==> src/design/assert_macros.svh <==
// assertion macros shared by the decoder rtl
`ifndef ASSERT_MACROS_SVH
`define ASSERT_MACROS_SVH

// same-cycle implication, sampled on clk, off during reset
`define ASSERT_NOW(label, ante, cons, msg) \
    label: assert property (@(posedge clk) disable iff (!rst_n) (ante) |-> (cons)) \
        else $error(msg);

// next-cycle implication, sampled on clk, off during reset
`define ASSERT_NEXT(label, ante, cons, msg) \
    label: assert property (@(posedge clk) disable iff (!rst_n) (ante) |=> (cons)) \
        else $error(msg);

`endif

==> src/design/xdsd_pkg.sv <==
// types and constants of the xor delta sample decoder
`default_nettype none

package xdsd_pkg;

    localparam int HDR_BITS   = 16;
    localparam int RAW_BITS   = 64;
    localparam int LEAD_BITS  = 5;
    localparam int SIG_BITS   = 6;
    localparam int DOD_LEN_A  = 14;
    localparam int DOD_LEN_B  = 17;
    localparam int DOD_LEN_C  = 20;
    localparam int VARINT_MAX = 10;
    localparam int MAX_RES    = 4;

    typedef struct packed {
        logic [7:0] stream_byte;
        logic       chunk_start;
        logic       chunk_end;
    } in_item_t;

    typedef struct packed {
        logic signed [63:0] sample_time;
        logic [63:0]        sample_value_bits;
        logic               decode_error;
        logic               last_of_byte;
    } res_item_t;

    typedef enum logic [3:0] {
        PH_HDR, PH_T0, PH_V0, PH_T1, PH_DODP, PH_DODB, PH_VC1, PH_VC2,
        PH_VLEAD, PH_VSIG, PH_VBITS, PH_DONE, PH_ERR
    } phase_t;

    typedef enum logic [2:0] {
        E_IDLE, E_PRE, E_BIT, E_TADD, E_END, E_FLUSH
    } eng_t;

endpackage

`default_nettype wire

==> src/design/xor_delta_sample_decoder_unit.sv <==
// top level of the bit-serial xor delta sample decoder
`default_nettype none

// Decodes a compressed time-series chunk (16-bit sample count, zigzag
// varint first timestamp and raw first value, varint first delta, then
// prefix-coded delta-of-delta and xor-coded values) arriving one byte per
// transaction. Each byte is walked one bit per cycle, but for result-side
// stalls and timestamp add steps, by a single shared bit-step unit. A byte
// walked in full goes through acceptance, a step to report an error
// carried over from the last byte, the bit steps, an end check and a
// flush, plus an extra step for each delta-of-delta that closes in the
// byte (the second 64-bit add of the timestamp update). Once the chunk is
// done or has failed, the rest of the byte is skipped straight to the end
// check. A byte gives up to four result transactions; the last one for a
// byte carries last_of_byte, so results are held one deep internally
// until the next one (or the end of the byte) shows which is last. An
// error result carries zero sample fields; after an error has been
// reported, bytes give nothing until chunk_start. Value bits are xored
// into place as they arrive, so no barrel shift is needed.
module xor_delta_sample_decoder_unit (
    input  wire                  clk,
    input  wire                  rst_n,
    input  wire                  byte_valid,
    output logic                 byte_stall,
    input  xdsd_pkg::in_item_t   byte_data,
    output logic                 smp_valid,
    input  wire                  smp_stall,
    output xdsd_pkg::res_item_t  smp_data
);
    import xdsd_pkg::*;

    // sequencer
    eng_t        eng_reg, eng_next;
    logic [3:0]  bleft_reg, bleft_next;     // bits of the byte still to walk
    logic [2:0]  resn_reg, resn_next;       // results made for this byte
    logic [7:0]  byte_reg, byte_next;
    logic        end_reg, end_next;

    // decoder state
    phase_t      ph_reg, ph_next;
    logic [63:0] acc_reg, acc_next;
    logic [6:0]  cnt_reg, cnt_next;
    logic [6:0]  flen_reg, flen_next;
    logic [15:0] total_reg, total_next;
    logic [15:0] done_reg, done_next;
    logic [63:0] ltime_reg, ltime_next;
    logic [63:0] ldelta_reg, ldelta_next;
    logic [63:0] lval_reg, lval_next;
    logic [5:0]  lead_reg, lead_next;
    logic [6:0]  trail_reg, trail_next;
    logic        eseen_reg, eseen_next;
    logic        erep_reg, erep_next;
    logic [7:0]  vbyte_reg, vbyte_next;
    logic [3:0]  vcount_reg, vcount_next;

    // result holding slot and output register
    logic        pend_valid_reg;
    res_item_t   pend_reg;
    logic        out_valid_reg;
    res_item_t   out_reg;

    // step signals
    logic        emit_req, emit_err, tadd_req;
    logic [63:0] emit_time, emit_val;
    logic        bit_b, stopped, push, out_free, hold, flush_move;
    logic [2:0]  bit_idx;
    logic        nf;                        // start a new field
    phase_t      nf_ph;
    logic [6:0]  nf_len;
    logic [63:0] acc_sh, place, zig, dod;
    logic [6:0]  cnt_inc, pos, sig7;
    logic        col_done;
    logic [7:0]  vb;

    assign stopped  = (ph_reg == PH_DONE) || (ph_reg == PH_ERR);
    assign bit_idx  = 3'(bleft_reg - 4'd1);
    assign bit_b    = byte_reg[bit_idx];
    assign out_free = !out_valid_reg || !smp_stall;
    assign push     = emit_req && (resn_reg < 3'(MAX_RES));
    assign hold     = (push && pend_valid_reg && !out_free)
                   || (eng_reg == E_FLUSH && pend_valid_reg && !out_free);
    assign flush_move = (eng_reg == E_FLUSH) && pend_valid_reg && out_free;

    assign byte_stall = (eng_reg != E_IDLE);
    assign smp_valid  = out_valid_reg;
    assign smp_data   = out_reg;

    // next state of the sequencer
    always_comb
    begin
        eng_next = eng_reg;
        case (eng_reg)
            E_IDLE:  if (byte_valid) eng_next = E_PRE;
            E_PRE:   eng_next = E_BIT;
            E_BIT:
            begin
                if (stopped)                  eng_next = E_END;
                else if (tadd_req)            eng_next = E_TADD;
                else if (bleft_reg == 4'd1)   eng_next = E_END;
            end
            E_TADD:  eng_next = (bleft_reg == 4'd0) ? E_END : E_BIT;
            E_END:   eng_next = E_FLUSH;
            E_FLUSH: if (!pend_valid_reg || out_free) eng_next = E_IDLE;
            default: eng_next = E_IDLE;
        endcase
    end

    // datapath of the bit-step unit
    always_comb
    begin
        bleft_next  = bleft_reg;
        resn_next   = resn_reg;
        byte_next   = byte_reg;
        end_next    = end_reg;
        ph_next     = ph_reg;
        acc_next    = acc_reg;
        cnt_next    = cnt_reg;
        flen_next   = flen_reg;
        total_next  = total_reg;
        done_next   = done_reg;
        ltime_next  = ltime_reg;
        ldelta_next = ldelta_reg;
        lval_next   = lval_reg;
        lead_next   = lead_reg;
        trail_next  = trail_reg;
        eseen_next  = eseen_reg;
        erep_next   = erep_reg;
        vbyte_next  = vbyte_reg;
        vcount_next = vcount_reg;
        emit_req    = 1'b0;
        emit_err    = 1'b0;
        tadd_req    = 1'b0;
        nf          = 1'b0;
        nf_ph       = ph_reg;
        nf_len      = 7'd0;
        acc_sh      = {acc_reg[62:0], bit_b};
        cnt_inc     = cnt_reg + 7'd1;
        col_done    = (cnt_inc >= flen_reg);
        vb          = {vbyte_reg[6:0], bit_b};
        place       = 64'd0;
        zig         = 64'd0;
        dod         = acc_sh;
        pos         = 7'd63 - {1'b0, lead_reg} - cnt_reg;
        sig7        = (acc_sh[5:0] == 6'd0) ? 7'd64 : {1'b0, acc_sh[5:0]};

        case (eng_reg)
            E_IDLE:
            begin
                if (byte_valid)
                begin
                    byte_next  = byte_data.stream_byte;
                    end_next   = byte_data.chunk_end;
                    bleft_next = 4'd8;
                    resn_next  = 3'd0;
                    if (byte_data.chunk_start)
                    begin
                        nf          = 1'b1;
                        nf_ph       = PH_HDR;
                        nf_len      = 7'(HDR_BITS);
                        total_next  = 16'd0;
                        done_next   = 16'd0;
                        ltime_next  = 64'd0;
                        ldelta_next = 64'd0;
                        lval_next   = 64'd0;
                        lead_next   = 6'd0;
                        trail_next  = 7'd0;
                        eseen_next  = 1'b0;
                        erep_next   = 1'b0;
                    end
                end
            end
            E_PRE:
            begin
                // error left over from a byte whose result slots were full
                if (eseen_reg && !erep_reg)
                begin
                    emit_req  = 1'b1;
                    emit_err  = 1'b1;
                    erep_next = 1'b1;
                end
            end
            E_BIT:
            begin
                if (!stopped)
                begin
                    bleft_next = bleft_reg - 4'd1;
                    case (ph_reg)
                        PH_HDR:
                        begin
                            acc_next = acc_sh;
                            cnt_next = cnt_inc;
                            if (cnt_inc >= 7'(HDR_BITS))
                            begin
                                total_next = acc_sh[15:0];
                                nf    = 1'b1;
                                nf_ph = (acc_sh[15:0] != 16'd0) ? PH_T0 : PH_DONE;
                            end
                        end
                        PH_T0, PH_T1:
                        begin
                            vbyte_next = vb;
                            cnt_next   = cnt_inc;
                            if (cnt_inc >= 7'd8)
                            begin
                                cnt_next   = 7'd0;
                                vbyte_next = 8'd0;
                                for (int k = 0; k < VARINT_MAX; k++)
                                begin
                                    if (vcount_reg == 4'(k))
                                        place = {57'd0, vb[6:0]} << (7 * k);
                                end
                                if (vcount_reg >= 4'(VARINT_MAX)
                                    || (!vb[7] && vcount_reg == 4'(VARINT_MAX - 1)
                                        && vb > 8'd1))
                                begin
                                    ph_next    = PH_ERR;
                                    eseen_next = 1'b1;
                                    emit_req   = 1'b1;
                                    emit_err   = 1'b1;
                                    if (resn_reg < 3'(MAX_RES)) erep_next = 1'b1;
                                end
                                else if (!vb[7])
                                begin
                                    zig = {1'b0, acc_next[63:1] | place[63:1]}
                                        ^ {64{place[0] | acc_reg[0]}};
                                    if (ph_reg == PH_T0)
                                    begin
                                        ltime_next = zig;
                                        nf     = 1'b1;
                                        nf_ph  = PH_V0;
                                        nf_len = 7'(RAW_BITS);
                                    end
                                    else
                                    begin
                                        ldelta_next = zig;
                                        ltime_next  = ltime_reg + zig;
                                        nf    = 1'b1;
                                        nf_ph = PH_VC1;
                                    end
                                end
                                else
                                begin
                                    acc_next    = acc_reg | place;
                                    vcount_next = vcount_reg + 4'd1;
                                    if (vcount_reg + 4'd1 >= 4'(VARINT_MAX))
                                    begin
                                        ph_next    = PH_ERR;
                                        eseen_next = 1'b1;
                                        emit_req   = 1'b1;
                                        emit_err   = 1'b1;
                                        if (resn_reg < 3'(MAX_RES)) erep_next = 1'b1;
                                    end
                                end
                            end
                        end
                        PH_V0, PH_VBITS:
                        begin
                            acc_next = acc_sh;
                            cnt_next = cnt_inc;
                            if (ph_reg == PH_V0)
                                lval_next = acc_sh;
                            else
                                lval_next[pos[5:0]] = lval_reg[pos[5:0]] ^ bit_b;
                            if (col_done)
                                emit_req = 1'b1;
                        end
                        PH_DODP:
                        begin
                            if (!bit_b)
                            begin
                                nf = 1'b1;
                                case (cnt_reg[1:0])
                                    2'd1:
                                    begin
                                        nf_ph = PH_DODB; nf_len = 7'(DOD_LEN_A);
                                    end
                                    2'd2:
                                    begin
                                        nf_ph = PH_DODB; nf_len = 7'(DOD_LEN_B);
                                    end
                                    2'd3:
                                    begin
                                        nf_ph = PH_DODB; nf_len = 7'(DOD_LEN_C);
                                    end
                                    default:
                                    begin
                                        nf_ph    = PH_VC1;
                                        tadd_req = 1'b1;
                                    end
                                endcase
                            end
                            else
                            begin
                                cnt_next = cnt_inc;
                                if (cnt_inc >= 7'd4)
                                begin
                                    nf = 1'b1; nf_ph = PH_DODB; nf_len = 7'(RAW_BITS);
                                end
                            end
                        end
                        PH_DODB:
                        begin
                            acc_next = acc_sh;
                            cnt_next = cnt_inc;
                            if (col_done)
                            begin
                                case (flen_reg)
                                    7'(DOD_LEN_A):
                                        if (acc_sh[DOD_LEN_A-1] && |acc_sh[DOD_LEN_A-2:0])
                                            dod = acc_sh | ~((64'd1 << DOD_LEN_A) - 64'd1);
                                    7'(DOD_LEN_B):
                                        if (acc_sh[DOD_LEN_B-1] && |acc_sh[DOD_LEN_B-2:0])
                                            dod = acc_sh | ~((64'd1 << DOD_LEN_B) - 64'd1);
                                    7'(DOD_LEN_C):
                                        if (acc_sh[DOD_LEN_C-1] && |acc_sh[DOD_LEN_C-2:0])
                                            dod = acc_sh | ~((64'd1 << DOD_LEN_C) - 64'd1);
                                    default: dod = acc_sh;
                                endcase
                                ldelta_next = ldelta_reg + dod;
                                tadd_req    = 1'b1;
                                nf    = 1'b1;
                                nf_ph = PH_VC1;
                            end
                        end
                        PH_VC1:
                        begin
                            if (bit_b)
                            begin
                                nf = 1'b1; nf_ph = PH_VC2;
                            end
                            else
                                emit_req = 1'b1;
                        end
                        PH_VC2:
                        begin
                            nf = 1'b1;
                            if (bit_b)
                            begin
                                nf_ph = PH_VLEAD; nf_len = 7'(LEAD_BITS);
                            end
                            else
                            begin
                                nf_ph  = PH_VBITS;
                                nf_len = 7'd64 - {1'b0, lead_reg} - trail_reg;
                            end
                        end
                        PH_VLEAD:
                        begin
                            acc_next = acc_sh;
                            cnt_next = cnt_inc;
                            if (col_done)
                            begin
                                lead_next = {1'b0, acc_sh[4:0]};
                                nf = 1'b1; nf_ph = PH_VSIG; nf_len = 7'(SIG_BITS);
                            end
                        end
                        PH_VSIG:
                        begin
                            acc_next = acc_sh;
                            cnt_next = cnt_inc;
                            if (col_done)
                            begin
                                if ({1'b0, lead_reg} + sig7 > 7'd64)
                                begin
                                    ph_next    = PH_ERR;
                                    eseen_next = 1'b1;
                                    emit_req   = 1'b1;
                                    emit_err   = 1'b1;
                                    if (resn_reg < 3'(MAX_RES)) erep_next = 1'b1;
                                end
                                else
                                begin
                                    trail_next = 7'd64 - {1'b0, lead_reg} - sig7;
                                    nf = 1'b1; nf_ph = PH_VBITS; nf_len = sig7;
                                end
                            end
                        end
                        default: ;
                    endcase
                    // sample complete: count it and pick the next field
                    if (emit_req && !emit_err)
                    begin
                        done_next = done_reg + 16'd1;
                        nf = 1'b1;
                        if (done_reg + 16'd1 == total_reg)  nf_ph = PH_DONE;
                        else if (done_reg + 16'd1 == 16'd1) nf_ph = PH_T1;
                        else                                nf_ph = PH_DODP;
                        nf_len = 7'd0;
                    end
                end
            end
            E_TADD:
            begin
                ltime_next = ltime_reg + ldelta_reg;
            end
            E_END:
            begin
                // chunk ended before the count was reached
                if (end_reg && !stopped)
                begin
                    ph_next    = PH_ERR;
                    eseen_next = 1'b1;
                    emit_req   = 1'b1;
                    emit_err   = 1'b1;
                    if (resn_reg < 3'(MAX_RES)) erep_next = 1'b1;
                end
            end
            default: ;
        endcase

        if (nf)
        begin
            ph_next     = nf_ph;
            flen_next   = nf_len;
            acc_next    = 64'd0;
            cnt_next    = 7'd0;
            vbyte_next  = 8'd0;
            vcount_next = 4'd0;
        end

        emit_time = emit_err ? 64'd0 : ltime_reg;
        emit_val  = emit_err ? 64'd0 : lval_next;
        if (push)
            resn_next = resn_reg + 3'd1;
    end

    always_ff @(posedge clk or negedge rst_n)
    begin
        if (!rst_n)
        begin
            eng_reg        <= E_IDLE;
            bleft_reg      <= 4'd0;
            resn_reg       <= 3'd0;
            byte_reg       <= 8'd0;
            end_reg        <= 1'b0;
            ph_reg         <= PH_HDR;
            acc_reg        <= 64'd0;
            cnt_reg        <= 7'd0;
            flen_reg       <= 7'(HDR_BITS);
            total_reg      <= 16'd0;
            done_reg       <= 16'd0;
            ltime_reg      <= 64'd0;
            ldelta_reg     <= 64'd0;
            lval_reg       <= 64'd0;
            lead_reg       <= 6'd0;
            trail_reg      <= 7'd0;
            eseen_reg      <= 1'b0;
            erep_reg       <= 1'b0;
            vbyte_reg      <= 8'd0;
            vcount_reg     <= 4'd0;
            pend_valid_reg <= 1'b0;
            out_valid_reg  <= 1'b0;
        end
        else
        begin
            if (!hold)
            begin
                eng_reg    <= eng_next;
                bleft_reg  <= bleft_next;
                resn_reg   <= resn_next;
                byte_reg   <= byte_next;
                end_reg    <= end_next;
                ph_reg     <= ph_next;
                acc_reg    <= acc_next;
                cnt_reg    <= cnt_next;
                flen_reg   <= flen_next;
                total_reg  <= total_next;
                done_reg   <= done_next;
                ltime_reg  <= ltime_next;
                ldelta_reg <= ldelta_next;
                lval_reg   <= lval_next;
                lead_reg   <= lead_next;
                trail_reg  <= trail_next;
                eseen_reg  <= eseen_next;
                erep_reg   <= erep_next;
                vbyte_reg  <= vbyte_next;
                vcount_reg <= vcount_next;
            end
            // output register: a new result or the end-of-byte flush pushes the held one out
            if (push && !hold && pend_valid_reg)
            begin
                out_valid_reg <= 1'b1;
                out_reg       <= pend_reg;
            end
            else if (flush_move)
            begin
                out_valid_reg <= 1'b1;
                out_reg       <= {pend_reg.sample_time, pend_reg.sample_value_bits,
                                  pend_reg.decode_error, 1'b1};
            end
            else if (out_free)
                out_valid_reg <= 1'b0;
            // holding slot
            if (push && !hold)
            begin
                pend_valid_reg            <= 1'b1;
                pend_reg.sample_time      <= emit_time;
                pend_reg.sample_value_bits <= emit_val;
                pend_reg.decode_error     <= emit_err;
                pend_reg.last_of_byte     <= 1'b0;
            end
            else if (flush_move)
                pend_valid_reg <= 1'b0;
        end
    end

`include "assert_macros.svh"

    // an error transaction never carries sample data
    `ASSERT_NOW(a_err_zero, out_valid_reg && out_reg.decode_error, (out_reg.sample_time == 64'sd0) && (out_reg.sample_value_bits == 64'd0), "error result with nonzero fields")
    // no more than four results per byte
    `ASSERT_NOW(a_res_cap, 1'b1, resn_reg <= 3'(MAX_RES), "result count over limit")
    // a byte is never taken while a result of the last one is still held
    `ASSERT_NOW(a_idle_empty, eng_reg == E_IDLE, !pend_valid_reg, "held result while idle")
    // an accepted byte starts the walk
    `ASSERT_NEXT(a_accept_busy, byte_valid && !byte_stall, eng_reg == E_PRE, "accept did not start")

endmodule

`default_nettype wire
==> config.mk <==
export PLATFORM = sky130hd
export DESIGN_NAME = xor_delta_sample_decoder_unit
export DESIGN_NICKNAME = d
export VERILOG_FILES = /design/src/design/xdsd_pkg.sv /design/src/design/xor_delta_sample_decoder_unit.sv
export VERILOG_INCLUDE_DIRS = /design/src /design/src/design
export SDC_FILE = /design/constraint.sdc
export NUM_CORES = 2
export LEC_CHECK = 0
export BUFFER_PORTS_ARGS = -buffer_cell sky130_fd_sc_hd__buf_2
export CORE_UTILIZATION = 40
export DETAILED_ROUTE_END_ITERATION = 10
export GPL_TIMING_DRIVEN = 1
export MAX_ROUTING_LAYER = met4
export SETUP_SLACK_MARGIN = 0.4
export SLEW_MARGIN = 20
export SYNTH_ARGS = -nofsm -noshare
export SYNTH_HDL_FRONTEND = slang
export SYNTH_SLANG_ARGS = --single-unit
==> constraint.sdc <==
create_clock -name clk -period 9 [get_ports clk]
set_input_delay 2.7 -clock clk [delete_from_list [all_inputs] [get_ports clk]]
set_output_delay 2.7 -clock clk [all_outputs]
set_load 0.02 [all_outputs]
==> flow_summary.toml <==
[critical_path]
critical_path.max_fanout = 25
path_class = "reg2reg"
required_ns = 9.55
start_kind = "register"
cp-end-kind = "register"
critical_path_arrival_ns = 7.59

[worst_hold_path]
holdCritPathClass = "reg2reg"

[route]
via_per_inst = 6.01
wl_per_cell_um = 23.5
initialDrtViolationCount = 3484
wl_um = 148000
drtAntennaViolNets = 0
drc_errors = 0
vias = 37800
first_pass_iters = 8

[yosys]
synth_flop_cell = "dfrtp_1"
syn_inst = 4841
yosysWarnings = 0
syn_area_per_cell_um2 = 8.75
ys_seq_area_share_pct = 39.2
yosysUniqueCellTypes = 101
synth-edff-count = 259
async_reset_ff_share_pct = 57.6
synth_nets = 5092
ys_seq_elements = 611
syn_area_um2 = 42400

[job]
maxCapViolations = 0

[timing]
setup_viol = 0
period_minus_slack_ns = 7.03
fin_skew_ns = 0.0361
finalHoldViolCount = 0
rsz0062_at_grt = "no"
finalCritPeriodShare_pct = 78.2
max_freq_mhz = 142
drv_slew = 0
relSlewSlack_pct = 15.1
worst_pin_slew_ns = 1.24
tns_ns = 0
whs_ns = 0.406

[cells_and_area]
multi_input_area_um2 = 24200
layout-drive-gt1-share_pct = 10.1
ff_latch_area_um2 = 16600
area_growth_pct = 11.0
finalNetCount = 5082
final_cell_area_um2 = 47000
largest_register_ffs = 130
antenna_cells = 0
fillCellCount = 10500

[clocking]
cts_buffers = 75
postCtsHoldBufs = 0
clk_latency_ns = 0.68
cts_buffer_depth = 3
tritoncts = "done"
clock_sinks = 611
cts_max_level = 3
post_cts_buffers = 0
clockRootBuffer = "clkbuf_16"
clk_pin_slew_ns = 0.07
cts_resized = 0

[floorplanning]
die_x_um = 327
core_um2 = 105000
io_pins = 146
num_rows = 119
die_y_um = 327
start_util_pct = 40.3
die-area_um2 = 107000

[grt]
grt_usage_pct = 27.8
grt_overflow = 0
grt_pass1_vias = 36000
antenna_found_initial = 4
grt_max_degree = 142
grt_pass1_wl_um = 224000

[placement]
gp_congestion = 0.975
place_hpwl_um = 108000
portBuffers = 145
placed_area_um2 = 44400

[status]
status = "completed"
[area by class of cell]
class | count | area share, %
Multi-Input combinational cell | 3781 | 51.4
Sequential cell | 611 | 35.3
Clock buffer | 97 | 4.32
Tap cell | 1391 | 3.70
Timing Repair Buffer | 224 | 2.90
Clock inverter | 41 | 1.30
Inverter | 138 | 1.10
[cells in the final DEF (no fill, tap or decap), types with 16 or more instances in the layout]
master,n
a211oi_1,31
a21o_1,102
a21oi_1,552
a221oi_1,47
a22o_1,128
a22oi_1,21
a31oi_1,41
and2_1,88
and3_1,27
buf_2,144
buf_4,76
clkbuf_1,17
clkbuf_16,77
dfrtp_1,350
edfxtp_1,259
ha_1,230
inv_1,137
mux2_2,25
mux2i_1,71
nand2_1,595
nand2b_1,51
nand3_1,78
nand4_1,56
nor2_1,288
nor2b_1,19
nor3_1,76
nor4_1,28
o211ai_1,23
o21a_1,27
o21ai_0,469
o21ai_1,24
o21bai_1,51
o221ai_1,16
o22ai_1,17
o31ai_1,39
or2_2,57
xnor2_1,186
xor2_1,89
[synth_stat cells, types with 72 or more instances]
master / n / area share, %
ha_1: 230 / 6.8
nor2_1: 299 / 2.6
edfxtp_1: 259 / 18
clkbuf_1: 241 / 2.1
inv_1: 137 / 1.2
nand3_1: 79 / 0.93
and2_1: 89 / 1.3
xor2_1: 90 / 1.9
o21ai_0: 470 / 5.6
nand2_1: 598 / 5.3
dfrtp_1: 351 / 21
a22o_1: 128 / 2.6
xnor2_1: 186 / 3.8
nor3_1: 77 / 0.91
mux2i_1: 72 / 1.7
a21oi_1: 554 / 6.5
a21o_1: 102 / 1.8
[kinds of logic after synthesis]
kind of cell | Yosys count | synth area share, %
compound gates | 1720 | 25.3
simple gates | 1439 | 15.8
flops | 611 | 39.2
buf+inv | 449 | 4.15
xor+xnor | 278 | 5.81
fa+ha+maj | 243 | 7.27
mux | 101 | 2.58
[worst paths after layout]
path                                            startpoint                        end  slack [ns]  cells after the start
worst max-delay path              bleft_reg[0]$_DFFE_PN0P_  ltime_reg[62]$_DFFE_PN0P_        1.97                     24
worst min-delay path            pend_reg[63]$_SDFFCE_PP0P_     smp_data[63]$_DFFE_PP_        0.41                      0
worst max register to register    bleft_reg[0]$_DFFE_PN0P_  ltime_reg[62]$_DFFE_PN0P_        1.97                     24
worst min register to register  pend_reg[63]$_SDFFCE_PP0P_     smp_data[63]$_DFFE_PP_        0.41                      0
max in group asynchronous                            rst_n  ltime_reg[16]$_DFFE_PN0P_        5.37                      2
min in group asynchronous                            rst_n    byte_reg[3]$_DFFE_PN0P_        2.11                      1
[layer usage]
| metal | wire, um | GRT usage [%] | vias to the layer above |
|---|---|---|---|
| li1 | - | - | 17700 |
| met1 | 64000 | 36.5 | 18400 |
| met2 | 69700 | 44.3 | 1323 |
| met3 | 8160 | 3.14 | 279 |
| met4 | 5660 | 10.0 | 0 |
| met5 | 0 | - | - |
[critical path, cell delays in order (launching register included)]
cell and delay, ns:
dfrtp_1 0.44, inv_1 0.10, ha_1 0.34, mux4_2 0.35
mux2i_4 0.14, buf_4 0.32, inv_2 0.27, a21oi_4 0.20
buf_4 0.41, xnor2_1 0.19, inv_1 0.09, ha_1 0.18
inv_1 0.06, fa_1 0.41, nand2b_1 0.16, a21oi_1 0.27
a21oi_1 0.23, nor3_1 0.57, nor2_1 0.28, o31ai_1 0.74
nand4_1 0.19, a21oi_1 0.31, a221oi_1 0.15, xnor2_1 0.15
o311ai_0 0.34
[through the flow]
| stage | util, % | cells | setup WS, ns |
|---|---|---|---|
| 5_1_grt | 44.8 | 6283 | 1.47 |
| 3_3_place_gp | 42.2 | 6145 | 2.25 |
| 4_1_cts | 44.8 | 6283 | 2.10 |
| 6_report | 44.8 | 6283 | 1.97 |
| 3_5_place_dp | 42.2 | 6145 | 2.11 |
| 2_1_floorplan | - | 4841 | 1.66 |
Power is left out: the tool's default activity adds up to more than one toggle a clock period on the data nets, which glitch-free logic cannot reach.
